## src/hdl/tet_pkg.sv

```systemverilog
// ----------------------------------------------------------------------------
// tet_pkg
// Shared types, codes and constants of the terminal escape tokenizer.
// ----------------------------------------------------------------------------
package tet_pkg;

    localparam int SEQ_BYTES  = 40;
    localparam int MAX_PARAMS = 16;

    localparam int STORED_W = 6;
    localparam int COUNT_W  = 5;
    localparam int INDEX_W  = 4;
    localparam int VALUE_W  = 16;
    localparam int AGE_W    = 16;
    localparam int STR_W    = 24;
    localparam int CFG_W    = 24;
    localparam int TDATA_W  = 48;

    localparam logic [7:0] CH_ESC   = 8'h1b;
    localparam logic [7:0] CH_BEL   = 8'h07;
    localparam logic [7:0] CH_CSI   = 8'h5b;
    localparam logic [7:0] CH_SS3   = 8'h4f;
    localparam logic [7:0] CH_APC   = 8'h5f;
    localparam logic [7:0] CH_DCS   = 8'h50;
    localparam logic [7:0] CH_OSC   = 8'h5d;
    localparam logic [7:0] CH_PM    = 8'h5e;
    localparam logic [7:0] CH_ST    = 8'h5c;
    localparam logic [7:0] CH_SEMI  = 8'h3b;
    localparam logic [7:0] CH_ZERO  = 8'h30;
    localparam logic [7:0] CH_NINE  = 8'h39;
    localparam logic [7:0] FINAL_LO = 8'h40;
    localparam logic [7:0] FINAL_HI = 8'h7e;

    localparam logic [AGE_W-1:0] ESC_TIMEOUT_RST = 16'd50;
    localparam logic [STR_W-1:0] STR_LIMIT_RST   = 24'h100000;
    localparam logic [VALUE_W-1:0] VALUE_MAX     = 16'hffff;
    localparam logic [AGE_W-1:0] AGE_MAX         = 16'hffff;

    localparam logic CFG_ESC_TIMEOUT = 1'b0;
    localparam logic CFG_STR_LIMIT   = 1'b1;

    localparam logic OP_BYTE = 1'b0;
    localparam logic OP_TICK = 1'b1;

    typedef enum logic [1:0] {
        KIND_PLAIN = 2'd0,
        KIND_ESC   = 2'd1,
        KIND_PARAM = 2'd2
    } t_kind;

    typedef enum logic [2:0] {
        SEL_PLAIN,
        SEL_ESCKEY,
        SEL_PARAM_FIRST,
        SEL_PARAM_NEXT,
        SEL_HELD_BYTE
    } t_out_sel;

    typedef enum logic [6:0] {
        S_NORMAL     = 7'b0000001,
        S_ESC        = 7'b0000010,
        S_SEQ        = 7'b0000100,
        S_STR        = 7'b0001000,
        S_STR_ESC    = 7'b0010000,
        S_EMIT_BYTE  = 7'b0100000,
        S_EMIT_PARAM = 7'b1000000
    } t_state;

    typedef struct packed {
        logic     load_out;
        t_out_sel out_sel;
        logic     out_last;
        logic     hold_byte;
        logic     age_clr;
        logic     age_tick;
        logic     str_clr;
        logic     str_inc;
        logic     seq_open;
        logic     seq_store;
        logic     seq_final;
        logic     emit_next;
    } t_dp_cmd;

    typedef struct packed {
        logic is_tick;
        logic byte_esc;
        logic byte_intro;
        logic byte_str;
        logic byte_final;
        logic byte_bel;
        logic byte_st;
        logic age_expired;
        logic str_full;
        logic out_free;
        logic final_multi;
        logic emit_last;
    } t_dp_stat;

endpackage

```

## src/hdl/tet_ctrl.sv

```systemverilog
// ----------------------------------------------------------------------------
// tet_ctrl
// Parser state machine: steers the datapath one beat at a time and sequences
// the extra result beats of an Escape-plus-byte pair or a parameter list.
// ----------------------------------------------------------------------------
module tet_ctrl (
    input  logic              i_clk,
    input  logic              i_rst_n,
    input  logic              i_in_valid,
    output logic              o_in_ready,
    input  tet_pkg::t_dp_stat i_stat,
    output tet_pkg::t_dp_cmd  o_cmd
);

    tet_pkg::t_state r_state;
    tet_pkg::t_state n_state;
    logic            parse_state;
    logic            accept;

    assign parse_state = (r_state == tet_pkg::S_NORMAL) || (r_state == tet_pkg::S_ESC) ||
                         (r_state == tet_pkg::S_SEQ) || (r_state == tet_pkg::S_STR) ||
                         (r_state == tet_pkg::S_STR_ESC);
    assign o_in_ready  = parse_state && i_stat.out_free;
    assign accept      = i_in_valid && o_in_ready;

    always_comb begin
        o_cmd   = '0;
        n_state = r_state;
        unique case (r_state)
            tet_pkg::S_NORMAL: begin
                if (accept && !i_stat.is_tick) begin
                    if (i_stat.byte_esc) begin
                        o_cmd.age_clr = 1'b1;
                        n_state       = tet_pkg::S_ESC;
                    end else begin
                        o_cmd.load_out = 1'b1;
                        o_cmd.out_sel  = tet_pkg::SEL_PLAIN;
                        o_cmd.out_last = 1'b1;
                    end
                end
            end
            tet_pkg::S_ESC: begin
                if (accept && i_stat.is_tick) begin
                    o_cmd.age_tick = 1'b1;
                    if (i_stat.age_expired) begin
                        o_cmd.load_out = 1'b1;
                        o_cmd.out_sel  = tet_pkg::SEL_ESCKEY;
                        o_cmd.out_last = 1'b1;
                        n_state        = tet_pkg::S_NORMAL;
                    end
                end else if (accept) begin
                    if (i_stat.byte_intro) begin
                        o_cmd.seq_open = 1'b1;
                        n_state        = tet_pkg::S_SEQ;
                    end else if (i_stat.byte_str) begin
                        o_cmd.str_clr = 1'b1;
                        n_state       = tet_pkg::S_STR;
                    end else if (i_stat.byte_esc) begin
                        o_cmd.load_out = 1'b1;
                        o_cmd.out_sel  = tet_pkg::SEL_ESCKEY;
                        o_cmd.out_last = 1'b1;
                        o_cmd.age_clr  = 1'b1;
                    end else begin
                        o_cmd.load_out  = 1'b1;
                        o_cmd.out_sel   = tet_pkg::SEL_ESCKEY;
                        o_cmd.hold_byte = 1'b1;
                        n_state         = tet_pkg::S_EMIT_BYTE;
                    end
                end
            end
            tet_pkg::S_SEQ: begin
                if (accept && !i_stat.is_tick) begin
                    if (i_stat.byte_final) begin
                        o_cmd.seq_final = 1'b1;
                        o_cmd.load_out  = 1'b1;
                        o_cmd.out_sel   = tet_pkg::SEL_PARAM_FIRST;
                        n_state = i_stat.final_multi ? tet_pkg::S_EMIT_PARAM
                                                     : tet_pkg::S_NORMAL;
                    end else begin
                        o_cmd.seq_store = 1'b1;
                    end
                end
            end
            tet_pkg::S_STR: begin
                if (accept && !i_stat.is_tick) begin
                    if (i_stat.byte_esc) begin
                        n_state = tet_pkg::S_STR_ESC;
                    end else if (i_stat.byte_bel || i_stat.str_full) begin
                        n_state = tet_pkg::S_NORMAL;
                    end else begin
                        o_cmd.str_inc = 1'b1;
                    end
                end
            end
            tet_pkg::S_STR_ESC: begin
                if (accept && !i_stat.is_tick) begin
                    n_state = i_stat.byte_st ? tet_pkg::S_NORMAL : tet_pkg::S_STR;
                end
            end
            tet_pkg::S_EMIT_BYTE: begin
                if (i_stat.out_free) begin
                    o_cmd.load_out = 1'b1;
                    o_cmd.out_sel  = tet_pkg::SEL_HELD_BYTE;
                    o_cmd.out_last = 1'b1;
                    n_state        = tet_pkg::S_NORMAL;
                end
            end
            tet_pkg::S_EMIT_PARAM: begin
                if (i_stat.out_free) begin
                    o_cmd.load_out  = 1'b1;
                    o_cmd.out_sel   = tet_pkg::SEL_PARAM_NEXT;
                    o_cmd.emit_next = 1'b1;
                    if (i_stat.emit_last) begin
                        n_state = tet_pkg::S_NORMAL;
                    end
                end
            end
            default: begin
                n_state = tet_pkg::S_NORMAL;
            end
        endcase
    end

    always_ff @(posedge i_clk) begin
        if (!i_rst_n) begin
            r_state <= tet_pkg::S_NORMAL;
        end else begin
            r_state <= n_state;
        end
    end

endmodule

```

## src/hdl/tet_dp.sv

```systemverilog
// ----------------------------------------------------------------------------
// tet_dp
// Tokenizer datapath: configuration registers, Escape age and string length
// counters, parameter parser and store, and the result output register.
// ----------------------------------------------------------------------------
module tet_dp (
    input  logic                          i_clk,
    input  logic                          i_rst_n,
    input  logic                          i_cfg_we,
    input  logic                          i_cfg_idx,
    input  logic [tet_pkg::CFG_W-1:0]     i_cfg_data,
    input  logic                          i_op,
    input  logic [7:0]                    i_byte,
    input  tet_pkg::t_dp_cmd              i_cmd,
    output tet_pkg::t_dp_stat             o_stat,
    input  logic                          i_out_ready,
    output logic                          o_out_valid,
    output logic [1:0]                    o_kind,
    output logic [7:0]                    o_code,
    output logic                          o_intro,
    output logic [7:0]                    o_marker,
    output logic [tet_pkg::COUNT_W-1:0]   o_count,
    output logic [tet_pkg::INDEX_W-1:0]   o_index,
    output logic [tet_pkg::VALUE_W-1:0]   o_value,
    output logic                          o_last
);

    logic [tet_pkg::AGE_W-1:0]    r_esc_timeout;
    logic [tet_pkg::STR_W-1:0]    r_str_limit;
    logic [tet_pkg::AGE_W-1:0]    r_age;
    logic [tet_pkg::AGE_W-1:0]    n_age;
    logic [tet_pkg::STR_W-1:0]    r_str_count;
    logic [tet_pkg::STORED_W-1:0] r_stored;
    logic [tet_pkg::VALUE_W-1:0]  r_acc;
    logic                         r_have;
    logic [tet_pkg::COUNT_W-1:0]  r_found;
    logic                         r_intro;
    logic [7:0]                   r_first;
    logic [7:0]                   r_final;
    logic [7:0]                   r_held;
    logic [tet_pkg::INDEX_W-1:0]  r_emit_idx;
    logic [tet_pkg::VALUE_W-1:0]  r_store [tet_pkg::MAX_PARAMS];

    logic                         r_ov;
    logic [1:0]                   r_kind;
    logic [7:0]                   r_code;
    logic                         r_o_intro;
    logic [7:0]                   r_marker;
    logic [tet_pkg::COUNT_W-1:0]  r_count;
    logic [tet_pkg::INDEX_W-1:0]  r_index;
    logic [tet_pkg::VALUE_W-1:0]  r_value;
    logic                         r_last;

    logic [1:0]                   n_kind;
    logic [7:0]                   n_code;
    logic                         n_o_intro;
    logic [7:0]                   n_marker;
    logic [tet_pkg::COUNT_W-1:0]  n_count;
    logic [tet_pkg::INDEX_W-1:0]  n_index;
    logic [tet_pkg::VALUE_W-1:0]  n_value;
    logic                         n_last;

    logic                         is_digit;
    logic [19:0]                  acc_sum;
    logic [tet_pkg::VALUE_W-1:0]  acc_next;
    logic                         room;
    logic                         push;
    logic [tet_pkg::COUNT_W-1:0]  fin_count;
    logic                         emit_last;

    assign is_digit = (i_byte >= tet_pkg::CH_ZERO) && (i_byte <= tet_pkg::CH_NINE);
    assign acc_sum  = {1'b0, r_acc, 3'b000} + {3'b000, r_acc, 1'b0}
                    + {16'd0, i_byte[3:0]};
    assign acc_next = (acc_sum > {4'd0, tet_pkg::VALUE_MAX}) ? tet_pkg::VALUE_MAX
                                                             : acc_sum[15:0];
    assign room      = r_found < tet_pkg::COUNT_W'(tet_pkg::MAX_PARAMS);
    assign push      = r_have && room;
    assign fin_count = r_found + {{(tet_pkg::COUNT_W-1){1'b0}}, push};
    assign emit_last = ({1'b0, r_emit_idx} == (r_found - tet_pkg::COUNT_W'(1)));
    assign n_age     = (r_age == tet_pkg::AGE_MAX) ? r_age : r_age + tet_pkg::AGE_W'(1);

    always_comb begin
        o_stat.is_tick     = (i_op == tet_pkg::OP_TICK);
        o_stat.byte_esc    = (i_byte == tet_pkg::CH_ESC);
        o_stat.byte_intro  = (i_byte == tet_pkg::CH_CSI) || (i_byte == tet_pkg::CH_SS3);
        o_stat.byte_str    = (i_byte == tet_pkg::CH_APC) || (i_byte == tet_pkg::CH_DCS) ||
                             (i_byte == tet_pkg::CH_OSC) || (i_byte == tet_pkg::CH_PM);
        o_stat.byte_final  = (i_byte >= tet_pkg::FINAL_LO) && (i_byte <= tet_pkg::FINAL_HI);
        o_stat.byte_bel    = (i_byte == tet_pkg::CH_BEL);
        o_stat.byte_st     = (i_byte == tet_pkg::CH_ST);
        o_stat.age_expired = (n_age > r_esc_timeout);
        o_stat.str_full    = (r_str_count >= r_str_limit);
        o_stat.out_free    = !r_ov || i_out_ready;
        o_stat.final_multi = (fin_count > tet_pkg::COUNT_W'(1));
        o_stat.emit_last   = emit_last;
    end

    always_ff @(posedge i_clk) begin
        if (!i_rst_n) begin
            r_esc_timeout <= tet_pkg::ESC_TIMEOUT_RST;
            r_str_limit   <= tet_pkg::STR_LIMIT_RST;
        end else if (i_cfg_we) begin
            unique case (i_cfg_idx)
                tet_pkg::CFG_ESC_TIMEOUT: r_esc_timeout <= i_cfg_data[tet_pkg::AGE_W-1:0];
                tet_pkg::CFG_STR_LIMIT:   r_str_limit   <= i_cfg_data[tet_pkg::STR_W-1:0];
                default: ;
            endcase
        end
    end

    always_ff @(posedge i_clk) begin
        if (!i_rst_n) begin
            r_age       <= '0;
            r_str_count <= '0;
            r_stored    <= '0;
            r_acc       <= '0;
            r_have      <= 1'b0;
            r_found     <= '0;
            r_intro     <= 1'b0;
            r_first     <= '0;
            r_emit_idx  <= '0;
        end else begin
            if (i_cmd.age_clr) begin
                r_age <= '0;
            end else if (i_cmd.age_tick) begin
                r_age <= n_age;
            end
            if (i_cmd.str_clr) begin
                r_str_count <= '0;
            end else if (i_cmd.str_inc) begin
                r_str_count <= r_str_count + tet_pkg::STR_W'(1);
            end
            if (i_cmd.seq_open) begin
                r_intro  <= (i_byte == tet_pkg::CH_SS3);
                r_stored <= '0;
                r_first  <= '0;
                r_acc    <= '0;
                r_have   <= 1'b0;
                r_found  <= '0;
            end else if (i_cmd.seq_store) begin
                if (r_stored < tet_pkg::STORED_W'(tet_pkg::SEQ_BYTES)) begin
                    if (r_stored == '0) begin
                        r_first <= i_byte;
                    end
                    r_stored <= r_stored + tet_pkg::STORED_W'(1);
                    if (room && is_digit) begin
                        r_acc  <= acc_next;
                        r_have <= 1'b1;
                    end else if (room && (i_byte == tet_pkg::CH_SEMI)) begin
                        r_found <= fin_count;
                        r_acc   <= '0;
                        r_have  <= 1'b0;
                    end
                end
            end else if (i_cmd.seq_final) begin
                r_found    <= fin_count;
                r_acc      <= '0;
                r_have     <= 1'b0;
                r_emit_idx <= tet_pkg::INDEX_W'(1);
            end else if (i_cmd.emit_next) begin
                r_emit_idx <= r_emit_idx + tet_pkg::INDEX_W'(1);
            end
        end
    end

    // Parameter store and held bytes
    always_ff @(posedge i_clk) begin
        if ((i_cmd.seq_final || (i_cmd.seq_store && room && (i_byte == tet_pkg::CH_SEMI) &&
             (r_stored < tet_pkg::STORED_W'(tet_pkg::SEQ_BYTES)))) && push) begin
            r_store[r_found[tet_pkg::INDEX_W-1:0]] <= r_acc;
        end
        if (i_cmd.seq_final) begin
            r_final <= i_byte;
        end
        if (i_cmd.hold_byte) begin
            r_held <= i_byte;
        end
    end

    always_comb begin
        n_kind    = tet_pkg::KIND_PLAIN;
        n_code    = i_byte;
        n_o_intro = 1'b0;
        n_marker  = '0;
        n_count   = '0;
        n_index   = '0;
        n_value   = '0;
        n_last    = i_cmd.out_last;
        unique case (i_cmd.out_sel)
            tet_pkg::SEL_PLAIN: begin
                n_code = i_byte;
            end
            tet_pkg::SEL_ESCKEY: begin
                n_kind = tet_pkg::KIND_ESC;
                n_code = tet_pkg::CH_ESC;
            end
            tet_pkg::SEL_HELD_BYTE: begin
                n_code = r_held;
            end
            tet_pkg::SEL_PARAM_FIRST: begin
                n_kind    = tet_pkg::KIND_PARAM;
                n_o_intro = r_intro;
                n_marker  = r_first;
                n_count   = fin_count;
                n_last    = (fin_count <= tet_pkg::COUNT_W'(1));
                if (fin_count == '0) begin
                    n_value = '0;
                end else if (r_found == '0) begin
                    n_value = r_acc;
                end else begin
                    n_value = r_store[0];
                end
            end
            tet_pkg::SEL_PARAM_NEXT: begin
                n_kind    = tet_pkg::KIND_PARAM;
                n_code    = r_final;
                n_o_intro = r_intro;
                n_marker  = r_first;
                n_count   = r_found;
                n_index   = r_emit_idx;
                n_value   = r_store[r_emit_idx];
                n_last    = emit_last;
            end
            default: ;
        endcase
    end

    always_ff @(posedge i_clk) begin
        if (!i_rst_n) begin
            r_ov <= 1'b0;
        end else if (i_cmd.load_out) begin
            r_ov <= 1'b1;
        end else if (i_out_ready) begin
            r_ov <= 1'b0;
        end
    end

    always_ff @(posedge i_clk) begin
        if (i_cmd.load_out) begin
            r_kind    <= n_kind;
            r_code    <= n_code;
            r_o_intro <= n_o_intro;
            r_marker  <= n_marker;
            r_count   <= n_count;
            r_index   <= n_index;
            r_value   <= n_value;
            r_last    <= n_last;
        end
    end

    assign o_out_valid = r_ov;
    assign o_kind      = r_kind;
    assign o_code      = r_code;
    assign o_intro     = r_o_intro;
    assign o_marker    = r_marker;
    assign o_count     = r_count;
    assign o_index     = r_index;
    assign o_value     = r_value;
    assign o_last      = r_last;

endmodule

```

## src/hdl/terminal_escape_tokenizer_core.sv

```systemverilog
// ----------------------------------------------------------------------------
// terminal_escape_tokenizer_core
// Splits terminal input bytes and millisecond ticks into plain bytes, lone
// Escape keys and control sequence parameter beats.
// ----------------------------------------------------------------------------
// An input beat is taken whenever the parser is in a parsing state and the
// output register is free or being drained. A byte or tick that yields one
// result, or none, leaves the parser in a parsing state. ESC followed by an
// ordinary byte yields two result beats, and the input stalls after that byte
// is taken until the held byte is loaded into the output register; a sequence
// final byte with N parameters yields N beats (one when N is zero), and the
// input stalls after it is taken while the parameter store is read out one
// entry per cycle through the single output register, waiting while tready is low.
// ----------------------------------------------------------------------------
module terminal_escape_tokenizer_core (
    input  logic                          i_clk,
    input  logic                          i_rst_n,
    input  logic                          i_cfg_we,
    input  logic                          i_cfg_idx,
    input  logic [tet_pkg::CFG_W-1:0]     i_cfg_data,
    input  logic                          s_axis_tvalid,
    output logic                          s_axis_tready,
    input  logic [7:0]                    s_axis_tdata,   // in_byte
    input  logic                          s_axis_tuser,   // op
    output logic                          m_axis_tvalid,
    input  logic                          m_axis_tready,
    // code_byte, intro_ss3, marker, param_count, param_index, param_value, pad
    output logic [tet_pkg::TDATA_W-1:0]   m_axis_tdata,
    output logic [1:0]                    m_axis_tuser,   // kind
    output logic                          m_axis_tlast
);

    tet_pkg::t_dp_cmd             cmd;
    tet_pkg::t_dp_stat            stat;
    logic [7:0]                   code;
    logic                         intro;
    logic [7:0]                   marker;
    logic [tet_pkg::COUNT_W-1:0]  count;
    logic [tet_pkg::INDEX_W-1:0]  index;
    logic [tet_pkg::VALUE_W-1:0]  value;

    tet_ctrl u_ctrl (
        .i_clk      (i_clk),
        .i_rst_n    (i_rst_n),
        .i_in_valid (s_axis_tvalid),
        .o_in_ready (s_axis_tready),
        .i_stat     (stat),
        .o_cmd      (cmd)
    );

    tet_dp u_dp (
        .i_clk       (i_clk),
        .i_rst_n     (i_rst_n),
        .i_cfg_we    (i_cfg_we),
        .i_cfg_idx   (i_cfg_idx),
        .i_cfg_data  (i_cfg_data),
        .i_op        (s_axis_tuser),
        .i_byte      (s_axis_tdata),
        .i_cmd       (cmd),
        .o_stat      (stat),
        .i_out_ready (m_axis_tready),
        .o_out_valid (m_axis_tvalid),
        .o_kind      (m_axis_tuser),
        .o_code      (code),
        .o_intro     (intro),
        .o_marker    (marker),
        .o_count     (count),
        .o_index     (index),
        .o_value     (value),
        .o_last      (m_axis_tlast)
    );

    assign m_axis_tdata = {6'd0, value, index, count, marker, intro, code};

endmodule

```

## config.mk

```make
export PLATFORM = sky130hd
export DESIGN_NAME = terminal_escape_tokenizer_core
export DESIGN_NICKNAME = d
export VERILOG_FILES = /design/src/hdl/tet_pkg.sv /design/src/hdl/tet_ctrl.sv /design/src/hdl/tet_dp.sv /design/src/hdl/terminal_escape_tokenizer_core.sv
export SDC_FILE = /design/constraint.sdc
export NUM_CORES = 1
export LEC_CHECK = 0
export ABC_AREA = 1
export BUFFER_PORTS_ARGS = -buffer_cell sky130_fd_sc_hd__buf_2
export CAP_MARGIN = 25
export CORE_MARGIN = 1.5
export CORE_UTILIZATION = 50
export DETAILED_ROUTE_END_ITERATION = 16
export PLACE_DENSITY = 0.72
export REMOVE_ABC_BUFFERS = 1
export SYNTH_ARGS = -nofsm -noshare
export SYNTH_HDL_FRONTEND = slang
export SYNTH_SLANG_ARGS = --single-unit
```

## constraint.sdc

```tcl
create_clock -name i_clk -period 11.3 [get_ports i_clk]
set_clock_uncertainty 0.2 [all_clocks]
set_input_delay 1.13 -clock i_clk [delete_from_list [all_inputs] [get_ports i_clk]]
set_output_delay 1.13 -clock i_clk [all_outputs]
set_load 0.1 [all_outputs]
```

==> flow_summary.json <==
{
  "slew_viol_final": 0,
  "pwr-share-comb_pct": 13.1,
  "pwr-share-seq_pct": 48.2,
  "syn_area_um2": 21420,
  "end_kind": "flip-flop",
  "whs_path_depth": 2,
  "relSlewSlack_pct": 35.83,
  "pwr_density_cell_nw_per_um2": 158.1,
  "grt_max_degree": 75,
  "ioPinCount": 92,
  "cp_num_buf_inv": 1,
  "postSynthCellCount": 2199,
  "path_delay_family": "simple AND/OR/NAND/NOR gates",
  "place_hpwl_um": 34820,
  "ff2ff_path_depth": 20,
  "die_w_um": 210.0,
  "min_from": "u_dp.r_str_limit[5]$_SDFFE_PN0P_",
  "drt_iter0_drc": 1486,
  "vias_per_cell": 5.702,
  "synth_most_common_cell": "nand2_1",
  "finalNetCount": 2391,
  "cp.required_ns": 11.35,
  "path_clk_slew_ns": 0.06,
  "grt_overflow": 0,
  "path_depth": 20,
  "use_met1_pct": 29.30,
  "swShare_pct": 27.86,
  "drc": 0,
  "synth_edf_count": 317,
  "synth_top_area_share_pct": 44.44,
  "power_frac_clock_pct": 38.7,
  "h-tree-depth": 2,
  "track_usage_pct": 24.37,
  "cap_violations": 0,
  "min_path_type": "reg -> reg",
  "max_stage_delay_ns": 0.66,
  "worstPathArrival_ns": 4.77,
  "r2r_start": "u_dp.r_age[0]$_SDFFE_PP0P_",
  "gr-usage-met3_pct": 3.710,
  "switchingPower_mw": 1.052,
  "root_buffer": "clkbuf_16",
  "clockBufferDepth": 3,
  "stdcell_area_um2": 23870,
  "rsz0062_at_grt": "false",
  "cts_setup_buffers": 0,
  "cp_common_cell": "nand2_1",
  "cts_tree": "done",
  "detail-route-antenna-nets": 0,
  "path_class": "reg -> reg",
  "dr.pass1.iters": 5,
  "yosys-top-cells-count": "nand2_1 (462), edfxtp_1 (317), a21oi_1 (226)",
  "grt_pass1_wl_um": 84090,
  "grt_pass1_vias": 15852,
  "fill_cells": 3628,
  "seq_area_um2": 12190,
  "path_cells": "ha_1, nand4_1, nor2_1, nand3_1, nor2_1, nand2_1, nor2_2, nand2_1, nand2_1, xnor2_1, ha_1, nand2_1, nor3_1, nand2_1, nand2_1, nand2_1, nand3_1, nand2_1, nand2_2, buf_4",
  "vias": 16221,
  "fp.dieArea_um2": 44090,
  "setup_tns_ns": 0,
  "insertedDiodeCount": 0,
  "post_cts_resized": 0,
  "critPathMaxFanout": 24,
  "critPathLaunch": "u_dp.r_age[0]$_SDFFE_PP0P_",
  "post_dp_cell_area_um2": 22420,
  "area_growth_pct": 11.44,
  "wl_um": 53730,
  "yosys_warnings": 0,
  "ys_ff_latch": 450,
  "cts_inserted_buffers": 46,
  "worst_slew_pin_slew_ns": 0.9616,
  "setup_viol": 0,
  "placeableCoreArea_um2": 42130,
  "leakage_nw": 9.357,
  "ctsHoldBuffers": 0,
  "multi_input_area_um2": 8064,
  "crit_slowest_cell": "nand2_2",
  "hold_viol_final": 0,
  "avgSynthCellArea_um2": 9.740,
  "rows": 75,
  "p_int_mw": 2.723,
  "antenna_found_initial": 2,
  "portBuffers": 85,
  "clock_latency_ns": 0.60,
  "cts_num_sinks": 450,
  "routedWlPerCell_um": 18.88,
  "top_usage_layer": "met2",
  "synthArstFlopShare_pct": 0,
  "fmax_mhz": 212.1,
  "yosysUniqueCellTypes": 63,
  "initial_utilization_pct": 50.84,
  "place_inst": 2759,
  "finalNonFillerCells": 2845,
  "synthFlopType": "edfxtp_1",
  "ir_drop_mv": 0.1259,
  "synth_area_leaders": "edfxtp_1 (44%), dfxtp_1 (12%), nand2_1 (8.1%), a21oi_1 (5.3%), ha_1 (4.8%)",
  "gpl.final_weighted_congestion": 0.9252,
  "drive_above_1_share_pct": 10.67,
  "finalPower_mw": 3.775,
  "die_y_um": 210.0,
  "fin_crit_ns": 4.715,
  "met2_usage_pct": 44.43,
  "yosys.area.top_type": "edfxtp_1",
  "status": "complete, no violations",
  "period_share_pct": 41.72,
  "startpoint_type": "flip-flop",
  "yosysSeqAreaShare_pct": 56.87
}
## worst reg2reg max path, delay by kind of cell, from the launching register on
family	cells	cell delay, ns
and+or+nand+nor	16	2.75
xor gates and xnor gates	1	0.10
buffers and inverters	1	0.45
adders and majority gates	2	0.50
DFF	1	0.38
## cells by family after synthesis
| kind of cell | count (synthesis) | share of synthesized area [%] |
|---|---|---|
| xor+xnor | 50 | 2.045 |
| fa+ha+maj | 84 | 4.977 |
| buf+inv | 311 | 5.789 |
| other cells | 1 | 0.01751 |
| flops | 450 | 56.87 |
| simple gates | 810 | 16.58 |
| mux | 21 | 1.005 |
| compound gates | 472 | 12.71 |
## worst paths after layout
check | to | slack [ns]
hold reg to reg | u_dp.r_str_limit[5]$_SDFFE_PN0P_ | 0.26
setup / recovery | u_dp.o_value[11]$_DFFE_PP_ | 6.59
setup reg to reg | u_dp.o_value[11]$_DFFE_PP_ | 6.59
hold / removal | u_dp.r_str_limit[5]$_SDFFE_PN0P_ | 0.26
## routing by layer
layer / wire length (um) / part of all wire [%] / vias up
met3: 3198 / 6.0 / 109
li1: - / - / 7820
met2: 27500 / 51 / 532
met5: 25 / 0.047 / -
met1: 21510 / 40 / 7756
met4: 1489 / 2.8 / 4
## power groups by stage
stage | sequential [mW] | combinational, mW | clock, mW
after CTS | 1.82 | 0.495 | 1.49
final | 1.82 | 0.494 | 1.46
after floorplan | 2.01 | 0.230 | 0
after global placement | 1.85 | 0.485 | 0
after global routing | 1.82 | 0.531 | 1.54
after detailed placement | 1.86 | 0.494 | 0
## registers in the layout, indices dropped and copies added (netlist names), 6 cells and up, named ones only
register and flops:
u_dp.r_first 8, u_dp.r_held 8, u_dp.r_stored 6, u_dp.r_str_limit 24, u_dp.o_marker 8, u_dp.r_str_count 24
u_dp.o_value 16, u_dp.r_esc_timeout 16, u_dp.r_age 16, u_dp.o_code 8, u_dp.r_acc 16, u_dp.r_store 256
u_ctrl.r_state 7, u_dp.r_final 8
## cell usage in the layout, fill, tap and decap left out, types with 5 or more instances in the layout
master,count
a31oi_1,16
o21ai_1,24
a211oi_1,8
edfxtp_1,317
xnor2_1,15
xor2_1,35
a32o_1,8
a21o_1,5
o21ai_0,108
inv_1,197
mux2i_1,17
nand4_1,47
inv_2,10
nor2_2,16
o311ai_0,12
nand3_2,6
a21oi_1,226
o22ai_1,5
nand3_1,106
a221oi_1,25
dfxtp_1,132
buf_4,26
clkinv_2,10
conb_1,6
nand2_1,461
nor3_1,23
nor2_1,115
clkinv_1,6
clkbuf_1,17
buf_2,85
nor4_1,8
ha_1,82
clkbuf_16,46
o211ai_1,16
## cell type report
| type | instances | area share [%] |
|---|---|---|
| inverter | 212 | 3.360 |
| sequential | 450 | 51.05 |
| multi-input combinational | 1443 | 33.78 |
| clock inverter | 20 | 0.8125 |
| tap | 539 | 2.825 |
| clock buffer | 66 | 5.263 |
| timing repair buffer | 115 | 2.904 |
## through the flow
step	util [%]	hold WS, ns	setup WS, ns
floorplan	-	0.2230	5.710
global placement	53.04	0.2517	6.757
detailed placement	53.21	0.2559	6.578
CTS	56.65	0.2643	6.548
global route	56.65	0.2984	6.077
finish	56.65	0.2611	6.585
(Power assumes the default switching activity.)
